File: config.mk
export PLATFORM = sky130hd
export DESIGN_NAME = midpoint_line_rasterizer
export DESIGN_NICKNAME = d
export VERILOG_FILES = /design/src/hdl/mlr_pkg.sv /design/src/hdl/midpoint_line_rasterizer.sv
export SDC_FILE = /design/constraint.sdc
export NUM_CORES = 1
export LEC_CHECK = 0
export ABC_AREA = 1
export BUFFER_PORTS_ARGS = -buffer_cell sky130_fd_sc_hd__buf_2
export CORE_ASPECT_RATIO = 0.6
export CORE_MARGIN = 10
export CORE_UTILIZATION = 30
export CTS_BUF_LIST = sky130_fd_sc_hd__clkbuf_8
export CTS_CLUSTER_SIZE = 24
export DETAILED_ROUTE_END_ITERATION = 6
export GPL_TIMING_DRIVEN = 1
export HOLD_SLACK_MARGIN = 0.15
export SLEW_MARGIN = 10
export SYNTH_ARGS = -nofsm -noshare
export SYNTH_HDL_FRONTEND = slang
export SYNTH_SLANG_ARGS = --single-unit
File: constraint.sdc
create_clock -name i_clk -period 14.3 [get_ports i_clk]
set_input_delay 0 -clock i_clk [delete_from_list [all_inputs] [get_ports i_clk]]
set_output_delay 0 -clock i_clk [all_outputs]
set_load 0.02 [all_outputs]
File: src/hdl/mlr_pkg.sv
// package for the midpoint line rasterizer: widths, codes and types
package mlr_pkg;

    localparam int COORD_W  = 10;
    localparam int DELTA_W  = 11;
    localparam int ERR_W    = 13;
    localparam int COLOR_W  = 4;
    localparam int HALF_SPAN = 320;

    localparam int IN_DATA_W  = 48;
    localparam int OUT_DATA_W = 24;

    // request kinds carried on tuser
    localparam logic REQ_START   = 1'b0;
    localparam logic REQ_ADVANCE = 1'b1;

    typedef enum logic [1:0] {
        SLOPE_SHALLOW_POS = 2'd0,
        SLOPE_STEEP_POS   = 2'd1,
        SLOPE_SHALLOW_NEG = 2'd2,
        SLOPE_STEEP_NEG   = 2'd3
    } t_slope_class;

    typedef struct packed {
        logic [COORD_W-1:0] pixel_x;
        logic [COORD_W-1:0] pixel_y;
        logic [COLOR_W-1:0] pixel_color;
        logic               last_pixel;
    } t_pixel;

endpackage

File: src/hdl/midpoint_line_rasterizer.sv
// midpoint line rasterizer: start and step requests in, each gives at most one screen pixel
// an item goes into the input register, then its pixel, if any, into the result register
// throughput: one item per cycle unless output stalls; each item updates the line state
// (cursor, error, step count) by one add, compare and increment, and the next item uses it
// an advance request with no active line gives no result
// reset (i_rst_n low, synchronous) empties both registers and leaves no line active
module midpoint_line_rasterizer
    import mlr_pkg::*;
(
    input  logic                  i_clk,
    input  logic                  i_rst_n,
    input  logic                  s_axis_tvalid,
    output logic                  s_axis_tready,
    // x_start[9:0], y_start[19:10], x_end[29:20], y_end[39:30], pen_color[43:40], zero pad
    input  logic [IN_DATA_W-1:0]  s_axis_tdata,
    // req_type[0]
    input  logic                  s_axis_tuser,
    output logic                  m_axis_tvalid,
    input  logic                  m_axis_tready,
    // pixel_x[9:0], pixel_y[19:10], pixel_color[23:20]
    output logic [OUT_DATA_W-1:0] m_axis_tdata,
    // last_pixel
    output logic                  m_axis_tlast
);

    // input register
    logic                  r_in_valid;
    logic [IN_DATA_W-1:0]  r_in_data;
    logic                  r_in_req;

    // line state
    logic                  r_active;
    logic [COORD_W-1:0]    r_cur_x;
    logic [COORD_W-1:0]    r_cur_y;
    logic [ERR_W-1:0]      r_err;
    logic [COORD_W-1:0]    r_major;
    logic [COORD_W-1:0]    r_minor;
    logic [COORD_W-1:0]    r_steps;
    t_slope_class          r_class;
    logic [COLOR_W-1:0]    r_color;

    // result register
    logic                  r_out_valid;
    t_pixel                r_out;

    logic                  proc_fire;
    logic                  proc_emit;

    // fields of the registered item
    logic [COORD_W-1:0]    xs, ys, xe, ye;
    logic [COLOR_W-1:0]    pen;

    // start path
    logic signed [DELTA_W-1:0] dx, dy;
    logic [DELTA_W-1:0]    ndx, ndy;
    logic [COORD_W-1:0]    adx, ady;
    logic [COORD_W-1:0]    sx1, sy1, sx2, sy2;
    logic                  steep_s, same_dir, take_end;
    t_slope_class          class_s;
    logic [COORD_W-1:0]    major_s, minor_s;
    logic [COORD_W-1:0]    start_x, start_y;
    logic [ERR_W-1:0]      err_s;

    // advance path
    logic                  steep_a, diag;
    logic [ERR_W-1:0]      err_a;
    logic [COORD_W-1:0]    adv_x, adv_y, steps_a;

    // next state
    logic                  n_active;
    logic [COORD_W-1:0]    n_cur_x, n_cur_y, n_major, n_minor, n_steps;
    logic [ERR_W-1:0]      n_err;
    t_slope_class          n_class;
    logic [COLOR_W-1:0]    n_color;

    // the stage works whenever the result register is free or being emptied
    assign proc_fire     = r_in_valid && (!r_out_valid || m_axis_tready);
    assign s_axis_tready = !r_in_valid || proc_fire;
    assign proc_emit     = (r_in_req == REQ_START) || r_active;

    assign xs  = r_in_data[9:0];
    assign ys  = r_in_data[19:10];
    assign xe  = r_in_data[29:20];
    assign ye  = r_in_data[39:30];
    assign pen = r_in_data[43:40];

    // ---------------- start of a new line ----------------
    always_comb begin
        // screen deltas: y is flipped, so dy is y_start - y_end
        dx  = $signed({xe[COORD_W-1], xe}) - $signed({xs[COORD_W-1], xs});
        dy  = $signed({ys[COORD_W-1], ys}) - $signed({ye[COORD_W-1], ye});
        ndx = -dx;
        ndy = -dy;
        adx = dx[DELTA_W-1] ? ndx[COORD_W-1:0] : dx[COORD_W-1:0];
        ady = dy[DELTA_W-1] ? ndy[COORD_W-1:0] : dy[COORD_W-1:0];

        // screen coordinates, wrapping modulo the coordinate range
        sx1 = COORD_W'(HALF_SPAN) + xs;
        sy1 = COORD_W'(HALF_SPAN) - ys;
        sx2 = COORD_W'(HALF_SPAN) + xe;
        sy2 = COORD_W'(HALF_SPAN) - ye;

        same_dir = (dy == '0) || ((dx > 0) == (dy > 0));
        if (dx == '0) begin
            // vertical line or single point
            steep_s = 1'b1;
            class_s = (dy > 0) ? SLOPE_STEEP_POS : SLOPE_STEEP_NEG;
        end else begin
            steep_s = (ady >= adx);
            if (same_dir) begin
                class_s = steep_s ? SLOPE_STEEP_POS : SLOPE_SHALLOW_POS;
            end else begin
                class_s = steep_s ? SLOPE_STEEP_NEG : SLOPE_SHALLOW_NEG;
            end
        end

        // always draw from the smaller coordinate of the major axis
        if (steep_s) begin
            take_end = dy[DELTA_W-1];
            major_s  = ady;
            minor_s  = adx;
        end else begin
            take_end = dx[DELTA_W-1];
            major_s  = adx;
            minor_s  = ady;
        end
        start_x = take_end ? sx2 : sx1;
        start_y = take_end ? sy2 : sy1;

        // midpoint error scaled by two: 2*minor - major
        err_s = {2'b00, minor_s, 1'b0} - {3'b000, major_s};
    end

    // ---------------- one step along the line ----------------
    always_comb begin
        steep_a = (r_class == SLOPE_STEEP_POS) || (r_class == SLOPE_STEEP_NEG);
        // a tie goes diagonal on steep lines only
        if (steep_a) begin
            diag = !r_err[ERR_W-1];
        end else begin
            diag = !r_err[ERR_W-1] && (r_err != '0);
        end

        err_a = r_err + {2'b00, r_minor, 1'b0};
        if (diag) begin
            err_a = err_a - {2'b00, r_major, 1'b0};
        end

        adv_x = r_cur_x;
        adv_y = r_cur_y;
        if (steep_a) begin
            adv_y = r_cur_y + 1'b1;
        end else begin
            adv_x = r_cur_x + 1'b1;
        end
        if (diag) begin
            case (r_class)
                SLOPE_SHALLOW_POS: adv_y = adv_y + 1'b1;
                SLOPE_STEEP_POS:   adv_x = adv_x + 1'b1;
                SLOPE_SHALLOW_NEG: adv_y = adv_y - 1'b1;
                default:           adv_x = adv_x - 1'b1;
            endcase
        end
        steps_a = r_steps - 1'b1;
    end

    // ---------------- next line state ----------------
    always_comb begin
        n_active = r_active;
        n_cur_x  = r_cur_x;
        n_cur_y  = r_cur_y;
        n_err    = r_err;
        n_major  = r_major;
        n_minor  = r_minor;
        n_steps  = r_steps;
        n_class  = r_class;
        n_color  = r_color;
        if (proc_fire) begin
            if (r_in_req == REQ_START) begin
                // a start abandons any line still in progress
                n_active = (major_s != '0);
                n_cur_x  = start_x;
                n_cur_y  = start_y;
                n_err    = err_s;
                n_major  = major_s;
                n_minor  = minor_s;
                n_steps  = major_s;
                n_class  = class_s;
                n_color  = pen;
            end else if (r_active) begin
                n_active = (steps_a != '0);
                n_cur_x  = adv_x;
                n_cur_y  = adv_y;
                n_err    = err_a;
                n_steps  = steps_a;
            end
        end
    end

    always_ff @(posedge i_clk) begin
        if (!i_rst_n) begin
            r_in_valid  <= 1'b0;
            r_out_valid <= 1'b0;
            r_active    <= 1'b0;
        end else begin
            if (s_axis_tready) begin
                r_in_valid <= s_axis_tvalid;
            end
            if (proc_fire) begin
                r_out_valid <= proc_emit;
            end else if (m_axis_tready) begin
                r_out_valid <= 1'b0;
            end
            r_active <= n_active;
        end
    end

    // payload registers
    always_ff @(posedge i_clk) begin
        if (s_axis_tready && s_axis_tvalid) begin
            r_in_data <= s_axis_tdata;
            r_in_req  <= s_axis_tuser;
        end
        r_cur_x <= n_cur_x;
        r_cur_y <= n_cur_y;
        r_err   <= n_err;
        r_major <= n_major;
        r_minor <= n_minor;
        r_steps <= n_steps;
        r_class <= n_class;
        r_color <= n_color;
        if (proc_fire && proc_emit) begin
            r_out.pixel_x     <= n_cur_x;
            r_out.pixel_y     <= n_cur_y;
            r_out.pixel_color <= n_color;
            r_out.last_pixel  <= !n_active;
        end
    end

    assign m_axis_tvalid = r_out_valid;
    assign m_axis_tdata  = {r_out.pixel_color, r_out.pixel_y, r_out.pixel_x};
    assign m_axis_tlast  = r_out.last_pixel;

endmodule

# ---- After elaboration in Yosys (flattened, before gate mapping)
# Index checks and enable logic that the tools add are counted.
dict set report classes {
  order_cmp 3
  mux 38
  bitwise 1
  n_reduce_logical 23
  n_eq_ne 5
  add_sub_neg 18
}
# op count
set ops {}
lappend ops {{$mux 10} 18}
lappend ops {{$add 10x1->10 const B} 4}
lappend ops {{$pmux 10 s2} 2}
lappend ops {{$mux 13} 3}
lappend ops {{$sub 10x1->10 const B} 3}
lappend ops {{$gt 11x1->1 const B} 2}
lappend ops {{$logic_not 11->1} 2}
lappend ops {{$sub 10x10->11} 2}
lappend ops {{$add 9x10->10 const A} 2}
lappend ops {{$neg 10->10} 2}
lappend ops {{$reduce_bool 10->1} 2}
lappend ops {{$sub 9x10->10 const A} 2}
lappend ops {{$add 13x11->13} 1}
lappend ops {{$reduce_bool 13->1} 1}
lappend ops {{$sub 13x11->13} 1}
lappend ops {{$sub 11x10->12} 1}
lappend ops {{$ge 10x10->1} 1}
lappend ops {{$mux 1} 10}
lappend ops {{$mux 4} 2}
lappend ops {{$mux 2} 3}
lappend ops {{$logic_or 1x1->1} 5}
lappend ops {{$eq 2x2->1 const B} 2}
lappend ops {{$logic_and 1x1->1} 4}
lappend ops {{$logic_not 1->1} 4}
lappend ops {{other kinds (8)} 9}
dict set report totals {
  in_bits 53
  reg_bits 142
  out_inout_bits 27
  elab_cells 105
}

# ---- Logic depth before layout (Yosys ltp)
# Gate-level depths: netlist (run 1).
dict set report logic_depth {
  depth_word 10
  depth_mapped 42
  depth_no_buf 41
}

# ---- Worst setup path before layout (run 1)
# Ideal clock, no wire load.
dict set report synth_path {
  kind {flip-flop to flip-flop}
  from {reg r_in_data[0]}
  to {reg r_err[10] (data pin)}
  setup_ns 0.258
  synth_period_minus_slack_ns 5.387
  stages_incl_launch_ff 42
  slack_ns 8.913
  path_buffers 2
  required_ns 14.042
  arrival_ns 5.129
  path_cell_list {edfxtp_1 > ha_1 > fa_1 > inv_1 > nand2_1 > nand2_2 > nand3_2 > nand2_2 > nand2_2 > nand2_1 > nand2_2 > nand2_4 > inv_1 > or2_2 > xor2_1 > ha_1 > nand2_1 > nor2_1 > [... 6 more ...] > nand2_8 > buf_6 > clkbuf_1 > nand2_1 > o21ai_0 > inv_1 > fa_1 > o21ai_0 > nand3_1 > nand2_1 > nand3_1 > nand2_1 > nand2_1 > nand2_1 > a21oi_1 > xnor2_1 > nand2_1 > nand2_1}
}
dict set report synth_between {
  elab_chain_cells 8
  word_cells_on_any_way 10
  cone_classes {add/sub: 3; order compare: 1; mux: 5; reduce/logical: 1}
}
# item line_no
set synth_lines {}
lappend synth_lines {{from (decl)} midpoint_line_rasterizer.sv:28} ;# logic [IN_DATA_W-1:0] r_in_data;
lappend synth_lines {{from (signal assigned)} midpoint_line_rasterizer.sv:221} ;# r_in_data <= s_axis_tdata;
lappend synth_lines {{$sub 10x10->11 *} midpoint_line_rasterizer.sv:90} ;# dx = $signed({xe[COORD_W-1], xe}) - $signed({xs[COORD_W-1], xs});
lappend synth_lines {{$neg 10->10} midpoint_line_rasterizer.sv:92} ;# ndx = -dx;
lappend synth_lines {{$mux 10} midpoint_line_rasterizer.sv:94} ;# adx = dx[DELTA_W-1] ? ndx[COORD_W-1:0] : dx[COORD_W-1:0];
lappend synth_lines {{$ge 10x10->1} midpoint_line_rasterizer.sv:109} ;# steep_s = (ady >= adx);
lappend synth_lines {{$mux 1} midpoint_line_rasterizer.sv:104} ;# if (dx == '0) begin
lappend synth_lines {{$mux 10 *} midpoint_line_rasterizer.sv:118} ;# if (steep_s) begin
lappend synth_lines {{net minor_s[0]} midpoint_line_rasterizer.sv:60} ;# logic [COORD_W-1:0] major_s, minor_s;
lappend synth_lines {{$sub 11x10->12 *} midpoint_line_rasterizer.sv:131} ;# err_s = {2'b00, minor_s, 1'b0} - {3'b000, major_s};
lappend synth_lines {{$mux 13 *} midpoint_line_rasterizer.sv:179} ;# if (r_in_req == REQ_START) begin
lappend synth_lines {{to (signal assigned)} midpoint_line_rasterizer.sv:226} ;# r_err <= n_err;
lappend synth_lines {{to (decl)} midpoint_line_rasterizer.sv:35} ;# logic [ERR_W-1:0] r_err;
# Mark *: on every way through the listed nets, which the timed path passes. The rest lies on a longest branch.
# A chain may end at the register's enable or synchronous reset.

# ---- Worst setup path in the final report (run 1)
# Ends and elaborated chain as after synthesis.

==> PnR_summary.wiki, run 1 <==
{| class="wikitable"
! Metric !! Value
|-
| Antenna violations before repair || 0
|-
| Max Cap Viol || 0
|-
| I/O pin count || 80
|-
| Die area || 42900 um^2
|-
| Cell seen most often among critical-path stages || nand2_1
|-
| Max Clock Skew || 18.1 ps
|-
| Shortest period the worst path allows || 6290 ps
|-
| Maximum VDD drop || 77.8 uV
|-
| Transition time at the pin with the least slew margin || 871 ps
|-
| Unrepaired setup endpoints after global routing || no
|-
| Hold depth || 2
|-
| Sum of net half-perimeters after detailed placement || 22.3 mm
|-
| Number of global-route vias before repair || 8657
|-
| Met3 wire length || 2.31 mm
|-
| Synthesized net count || 1438
|-
| Destination of the worst register-to-register timing path || r_err[10]$_DFFE_PP_
|-
| Post-layout power || 2.20 mW
|-
| Die span in x || 261 um
|-
| Hold violation total from the final report || 0
|-
| Source-to-sink clock delay at the later pin of the worst-skew pair || 490 ps
|-
| Number of warnings reported in the yosys synthesis log || 0
|-
| DR WL/cell || 15.4 um
|-
| Clock root buffer || clkbuf_8
|-
| Antenna Violating Nets Remaining || 0
|-
| Inserted Clock Buffers || 17
|-
| Final TNS setup || 0 ps
|-
| Largest area contributor in the netlist || edfxtp_1
|-
| Yosys top cell area share || 0.331
|-
| HP Start || s_axis_tdata[40]
|-
| All-Layer GR Usage || 0.138
|-
| Arrival time at the worst endpoint || 6530 ps
|-
| Post-synth top flop || edfxtp_1
|-
| FP Rows || 52
|-
| Worst max-slew margin expressed relative to the limit || 0.417
|-
| Worst-case setup margin in the final layout || 8010 ps
|-
| Synth area leaders || edfxtp_1, nand2_1, ha_1
|-
| Register-to-Register Setup Slack || 8010 ps
|-
| Post-synthesis instance area || 10400 um^2
|-
| Final Wtd Congestion || 0.873
|-
| Number of design rule violations left after detail routing || 0
|-
| Critical path data required time || 14550 ps
|-
| Nets || 1564
|-
| Length in cells of the worst reg-to-reg path || 38
|-
| Hold Path Class || input port to register
|-
| Cell count after synthesis || 1296
|-
| Final number of setup-violating endpoints || 0
|-
| Pre-CTS setup slack || 8130 ps
|-
| CTS H-tree lvls || 4
|-
| Yosys cell types || 57
|-
| Cell leakage power || 5.62 nW
|-
| Input/output buffers || 75
|-
| Post-CTS setup buffer count || 0
|-
| Final Cycle Share || 0.440
|-
| ANT cells || 0
|-
| Routed wire length || 29.2 mm
|-
| Maximum achievable frequency || 0.159 GHz
|-
| Top routing layer in use || met4
|-
| Status || finished clean
|-
| Number of vias per cell || 4.85
|-
| Count of flip-flops with a built-in enable after synthesis || 115
|-
| FFs w/ async S/R, synth || 0
|-
| Die Y || 164 um
|-
| Endpoint of the worst hold-timing path || r_in_data[40]$_DFFE_PP_
|-
| DRT met1 WL || 15.2 mm
|-
| Gate family responsible for the most delay along the worst path || simple AND/OR/NAND/NOR gates
|-
| Initial Util || 0.306
|-
| Post-Synthesis Mean Instance Area || 8.05 um^2
|-
| Proportion of synthesized chip area in sequential cells || 0.383
|-
| Worst path buffer plus inverter count || 3
|-
| Largest stage delay, worst path || 550 ps
|-
| First-pass GRT wire length || 46.9 mm
|-
| Number of search-and-repair iterations in the first detailed-routing pass || 6
|-
| Total congestion overflow after global routing || 0
|-
| Startpoint types || register
|-
| Number of pins exceeding their max-slew limit in the final report || 0
|-
| Maximum fanout encountered on the critical timing path || 28
|-
| Number of clock sinks seen by CTS || 142
|-
| Fraction of layout cells with a size suffix above 1 || 0.132
|-
| Area growth from synthesis to layout || 17.4%
|-
| Total power per unit cell area || 180 nW/um^2
|-
| Flip-flop and latch count after synthesis || 142
|-
| TritonCTS clock tree || done
|-
| Worst Setup End Kind || register
|-
| Buffer levels on the longest clock path || 2
|-
| Type of the worst setup path || register to register
|-
| Violation count after the first detailed-route iteration || 1145
|-
| Reg2reg start || r_in_data[0]$_DFFE_PP_
|-
| Clock-pin transition on the worst setup and hold timing paths || 90 ps
|-
| Largest net degree at the start of global routing || 46
|-
| Cell with the biggest individual delay on the critical path || o21ai_0
|-
| Core Box Area || 34000 um^2
|-
| Setup crit start || r_in_data[0]$_DFFE_PP_
|-
| Detailed-routed wire length on met2 || 11.5 mm
|-
| Overall via count from detail_route || 9182
|}
flip-flops by register name, summed over array words and instances (netlist names), 2 cells and up:
signal,cells
m_axis_tdata,24
r_minor,10
r_cur_y,10
r_class,2
r_cur_x,10
r_steps,10
r_color,4
r_major,10
r_err,13
r_in_data,44
cells in the final DEF (no fill, tap or decap), drive strengths merged, types with 4 or more instances in the layout:
cell | Yosys | layout
a21oi | 75 | 75
a31oi | 6 | 6
buf | 7 | 81
bufinv | 0 | 4
clkbuf | 15 | 17
clkinv | 3 | 5
dfxtp | 27 | 27
dlygate4sd3 | 0 | 48
edfxtp | 115 | 115
fa | 7 | 7
ha | 82 | 82
inv | 202 | 210
mux2 | 4 | 4
nand2 | 310 | 310
nand3 | 75 | 75
nand3b | 4 | 4
nand4 | 11 | 11
nor2 | 97 | 97
nor3 | 17 | 17
nor4 | 5 | 5
o211ai | 14 | 14
o21ai | 112 | 112
o21bai | 7 | 7
o22ai | 4 | 4
or2 | 8 | 8
xnor2 | 21 | 21
xor2 | 43 | 43
Yosys cell counts, types with 3 or more instances:
cell type    n
nor3_1      15
fa_1         7
inv_2        8
buf_2        4
mux2_2       4
o21ai_2      8
nor2_1      94
or2_2        6
o31ai_1      3
edfxtp_1   115
nand3b_1     4
dfxtp_1     27
nand3_2      3
clkbuf_1    15
o211ai_1    14
o22ai_1      4
o21ai_1     14
buf_6        3
a21o_1       3
nand3_1     71
nor4_1       5
nand2_4      5
a21oi_1     73
a31oi_1      6
xor2_1      43
nand2_1    275
xnor2_1     21
ha_1        82
clkinv_1     3
o21ai_0     90
nand2_2     27
inv_1      193
nand4_1     11
a22oi_1      3
o21bai_1     7
nand2_8      3
kinds of logic after synthesis:
group,share of synthesized area
and+or+nand+nor,0.230
AOI/OAI and AO/OA,0.132
buffers and inverters,0.0846
DFF,0.383
adders and majority gates,0.112
xor gates and xnor gates,0.0537
muxes,0.00528
what timing repair did:
| item | in CTS | in global routing |
|---|---|---|
| gates resized for setup | 0 | 0 |
| hold buffers | 48 | 0 |
| endpoints found under the setup margin | 0 | 0 |
| endpoints found under the hold margin | 49 | 0 |
layout make-up:
cell class	instances	area [um^2]
Fill cell	3493	21800
Clock inverter	15	208
Timing Repair Buffer	129	901
Sequential cell	142	3990
Tap cell	459	574
Multi-Input combinational cell	927	5560
Clock buffer	17	234
Inverter	205	772
per-layer routing:
metal | global-route usage | up-vias
met4 | 0.0255 | 0
li1 | - | 4579
met5 | 0 | -
met2 | 0.192 | 321
met3 | 0.0348 | 14
met1 | 0.209 | 4268
per-stage QoR:
stage	utilization	hold WS, ps	std cells	area [um^2]
6_report	0.360	223	1894	12200
3_5_place_dp	0.333	178	1814	11300
4_1_cts	0.360	188	1894	12200
2_1_floorplan	-	98.9	1296	10400
5_1_grt	0.360	194	1894	12200
3_3_place_gp	0.333	177	1814	11300
where the power goes:
part           switching (mW)  internal [mW]
Combinational           0.809          0.442
Clock                   0.181          0.193
Sequential             0.0379          0.541
Total                    1.03           1.18
worst max path at each step:
stage,endpoint,slack (ps),cells past startpoint
detailed placement,r_err[10]$_DFFE_PP_,8130,38
finish,r_err[10]$_DFFE_PP_,8010,38
floorplan,r_err[10]$_DFFE_PP_,8910,41
global route,r_err[10]$_DFFE_PP_,7480,37
CTS,r_err[10]$_DFFE_PP_,8110,38
global placement,r_err[10]$_DFFE_PP_,8150,38
(Power assumes the default switching activity.)
==> inputs of run 2 (changes only) <==
==> constraint.sdc (replaced) <==
create_clock -name i_clk -period 6.5 [get_ports i_clk]
set_input_delay 0 -clock i_clk [delete_from_list [all_inputs] [get_ports i_clk]]
set_output_delay 0 -clock i_clk [all_outputs]
set_load 0.02 [all_outputs]
==> PnR_summary.wiki, run 2 (synthesized netlist as in run 1, its figures left out) <==
{| class="wikitable"
! Metric !! Value
|-
| Clock-pin transition on the worst setup and hold timing paths || 90 ps
|-
| Post-CTS setup buffer count || 0
|-
| Maximum achievable frequency || 0.171 GHz
|-
| First-pass GRT wire length || 46.8 mm
|-
| DP Cell Count || 1816
|-
| Final Util || 0.360
|-
| Length in cells of the worst reg-to-reg path || 38
|-
| Violation count after the first detailed-route iteration || 808
|-
| Maximum fanout encountered on the critical timing path || 28
|-
| Inserted Clock Buffers || 17
|-
| Largest register by flop count || r_in_data
|-
| Worst max-slew margin expressed relative to the limit || 0.369
|-
| Post-layout power || 4.77 mW
|-
| Hold depth || 2
|-
| Cell with the biggest individual delay on the critical path || fa_1
|-
| TritonCTS clock tree || done
|-
| Total power per unit cell area || 390 nW/um^2
|-
| Setup crit start || r_in_data[0]$_DFFE_PP_
|-
| Area growth from synthesis to layout || 17.4%
|-
| Final number of setup-violating endpoints || 0
|-
| Nets || 1568
|-
| All-Layer GR Usage || 0.138
|-
| Commonest non-fill, non-tap cell in the layout || nand2_1
|-
| FP Rows || 52
|-
| DR WL/cell || 15.5 um
|-
| Transition time at the pin with the least slew margin || 945 ps
|-
| Type of the worst setup path || register to register
|-
| Hold buffer count at cts || 50
|-
| Register-to-Register Setup Slack || 660 ps
|-
| Status || finished clean
|-
| Antenna Violating Nets Remaining || 0
|-
| Number of cells in the finished layout apart from fillers || 1898
|-
| Most frequent cells in the layout || nand2_1, inv_1, edfxtp_1
|-
| Final TNS setup || 0 ps
|-
| ANT cells || 0
|-
| Fraction of layout cells with a size suffix above 1 || 0.133
|-
| HP Start || s_axis_tdata[10]
|-
| Cell seen most often among critical-path stages || nand2_1
|-
| Core Box Area || 34000 um^2
|-
| Unrepaired setup endpoints after global routing || no
|-
| Final Cycle Share || 0.898
|-
| Endpoint of the worst hold-timing path || r_in_data[10]$_DFFE_PP_
|-
| Number of global-route vias before repair || 8561
|-
| CTS H-tree lvls || 4
|-
| Input/output buffers || 75
|-
| Number of design rule violations left after detail routing || 0
|-
| Die area || 42900 um^2
|-
| Reg2reg start || r_in_data[0]$_DFFE_PP_
|-
| Largest net degree at the start of global routing || 46
|-
| Overall via count from detail_route || 9099
|-
| Number of clock sinks seen by CTS || 142
|-
| Die span in x || 261 um
|-
| Total congestion overflow after global routing || 0
|-
| Arrival time at the worst endpoint || 6060 ps
|-
| Number of search-and-repair iterations in the first detailed-routing pass || 5
|-
| Number of cells upsized or downsized after cts || 0
|-
| Number of pins exceeding their max-slew limit in the final report || 0
|-
| Number of vias per cell || 4.79
|-
| Startpoint types || register
|-
| Final Wtd Congestion || 0.880
|-
| Max Clock Skew || 18.5 ps
|-
| I/O pin count || 80
|-
| Worst Setup End Kind || register
|-
| Die Y || 164 um
|-
| Max Cap Viol || 0
|-
| Buffer levels on the longest clock path || 2
|-
| Critical path data required time || 6720 ps
|-
| Clock root buffer || clkbuf_8
|-
| Cell leakage power || 5.61 nW
|-
| Initial Util || 0.306
|-
| Antenna violations before repair || 0
|-
| Routed wire length || 29.4 mm
|-
| Hold violation total from the final report || 0
|-
| Largest stage delay, worst path || 450 ps
|-
| Destination of the worst register-to-register timing path || r_err[10]$_DFFE_PP_
|-
| Hold Path Class || input port to register
|-
| Shortest period the worst path allows || 5840 ps
|-
| Hold slack || 243 ps
|-
| Maximum VDD drop || 208 uV
|-
| Max reg flops || 44
|-
| Sum of net half-perimeters after detailed placement || 22.4 mm
|-
| Source-to-sink clock delay at the later pin of the worst-skew pair || 470 ps
|}
-- run 2: where the power goes --
part	total (mW)	internal, mW	switching, mW
logic	2.76	0.982	1.78
clock network	0.737	0.361	0.375
registers	1.27	1.19	0.0817
-- run 2: metrics by stage --
stage	area (um^2)	setup slack, ps
final	12200	661
after global routing	12200	82.3
after global placement	11300	781
after detailed placement	11300	693
after floorplan	10400	1110
after CTS	12200	672
-- run 2: area by class of cell --
| type | instances | area (um^2) |
|---|---|---|
| inverters | 205 | 772 |
| clock buffers | 19 | 262 |
| well taps | 459 | 574 |
| clock inverters | 13 | 141 |
| flip-flops and latches | 142 | 3990 |
| repair buffers | 133 | 936 |
| fillers | 3438 | 21800 |
| multi-input cells | 927 | 5560 |
-- run 2: critical path: cells and delay by family (launching register included) --
kind	cells	cell delay, ps
simple gates	24	2150
fa+ha+maj	4	1360
compound gates	5	990
flops	1	410
xor+xnor	2	360
buf+inv	3	320
-- run 2: worst max path at each step --
stage | end | slack (ps) | cells past startpoint
global route | r_err[10]$_DFFE_PP_ | 80 | 38
global placement | r_err[10]$_DFFE_PP_ | 780 | 39
finish | r_err[10]$_DFFE_PP_ | 660 | 38
floorplan | r_err[10]$_DFFE_PP_ | 1110 | 41
detailed placement | r_err[10]$_DFFE_PP_ | 690 | 38
CTS | r_err[10]$_DFFE_PP_ | 670 | 38
-- run 2: routing by layer --
metal / global-route usage / part of all wire / routed length [um]
met1: 0.207 / 0.52 / 15200
met2: 0.189 / 0.39 / 11500
met3: 0.0386 / 0.081 / 2380
met4: 0.0329 / 0.0099 / 292
met5: 0 / 0 / 0
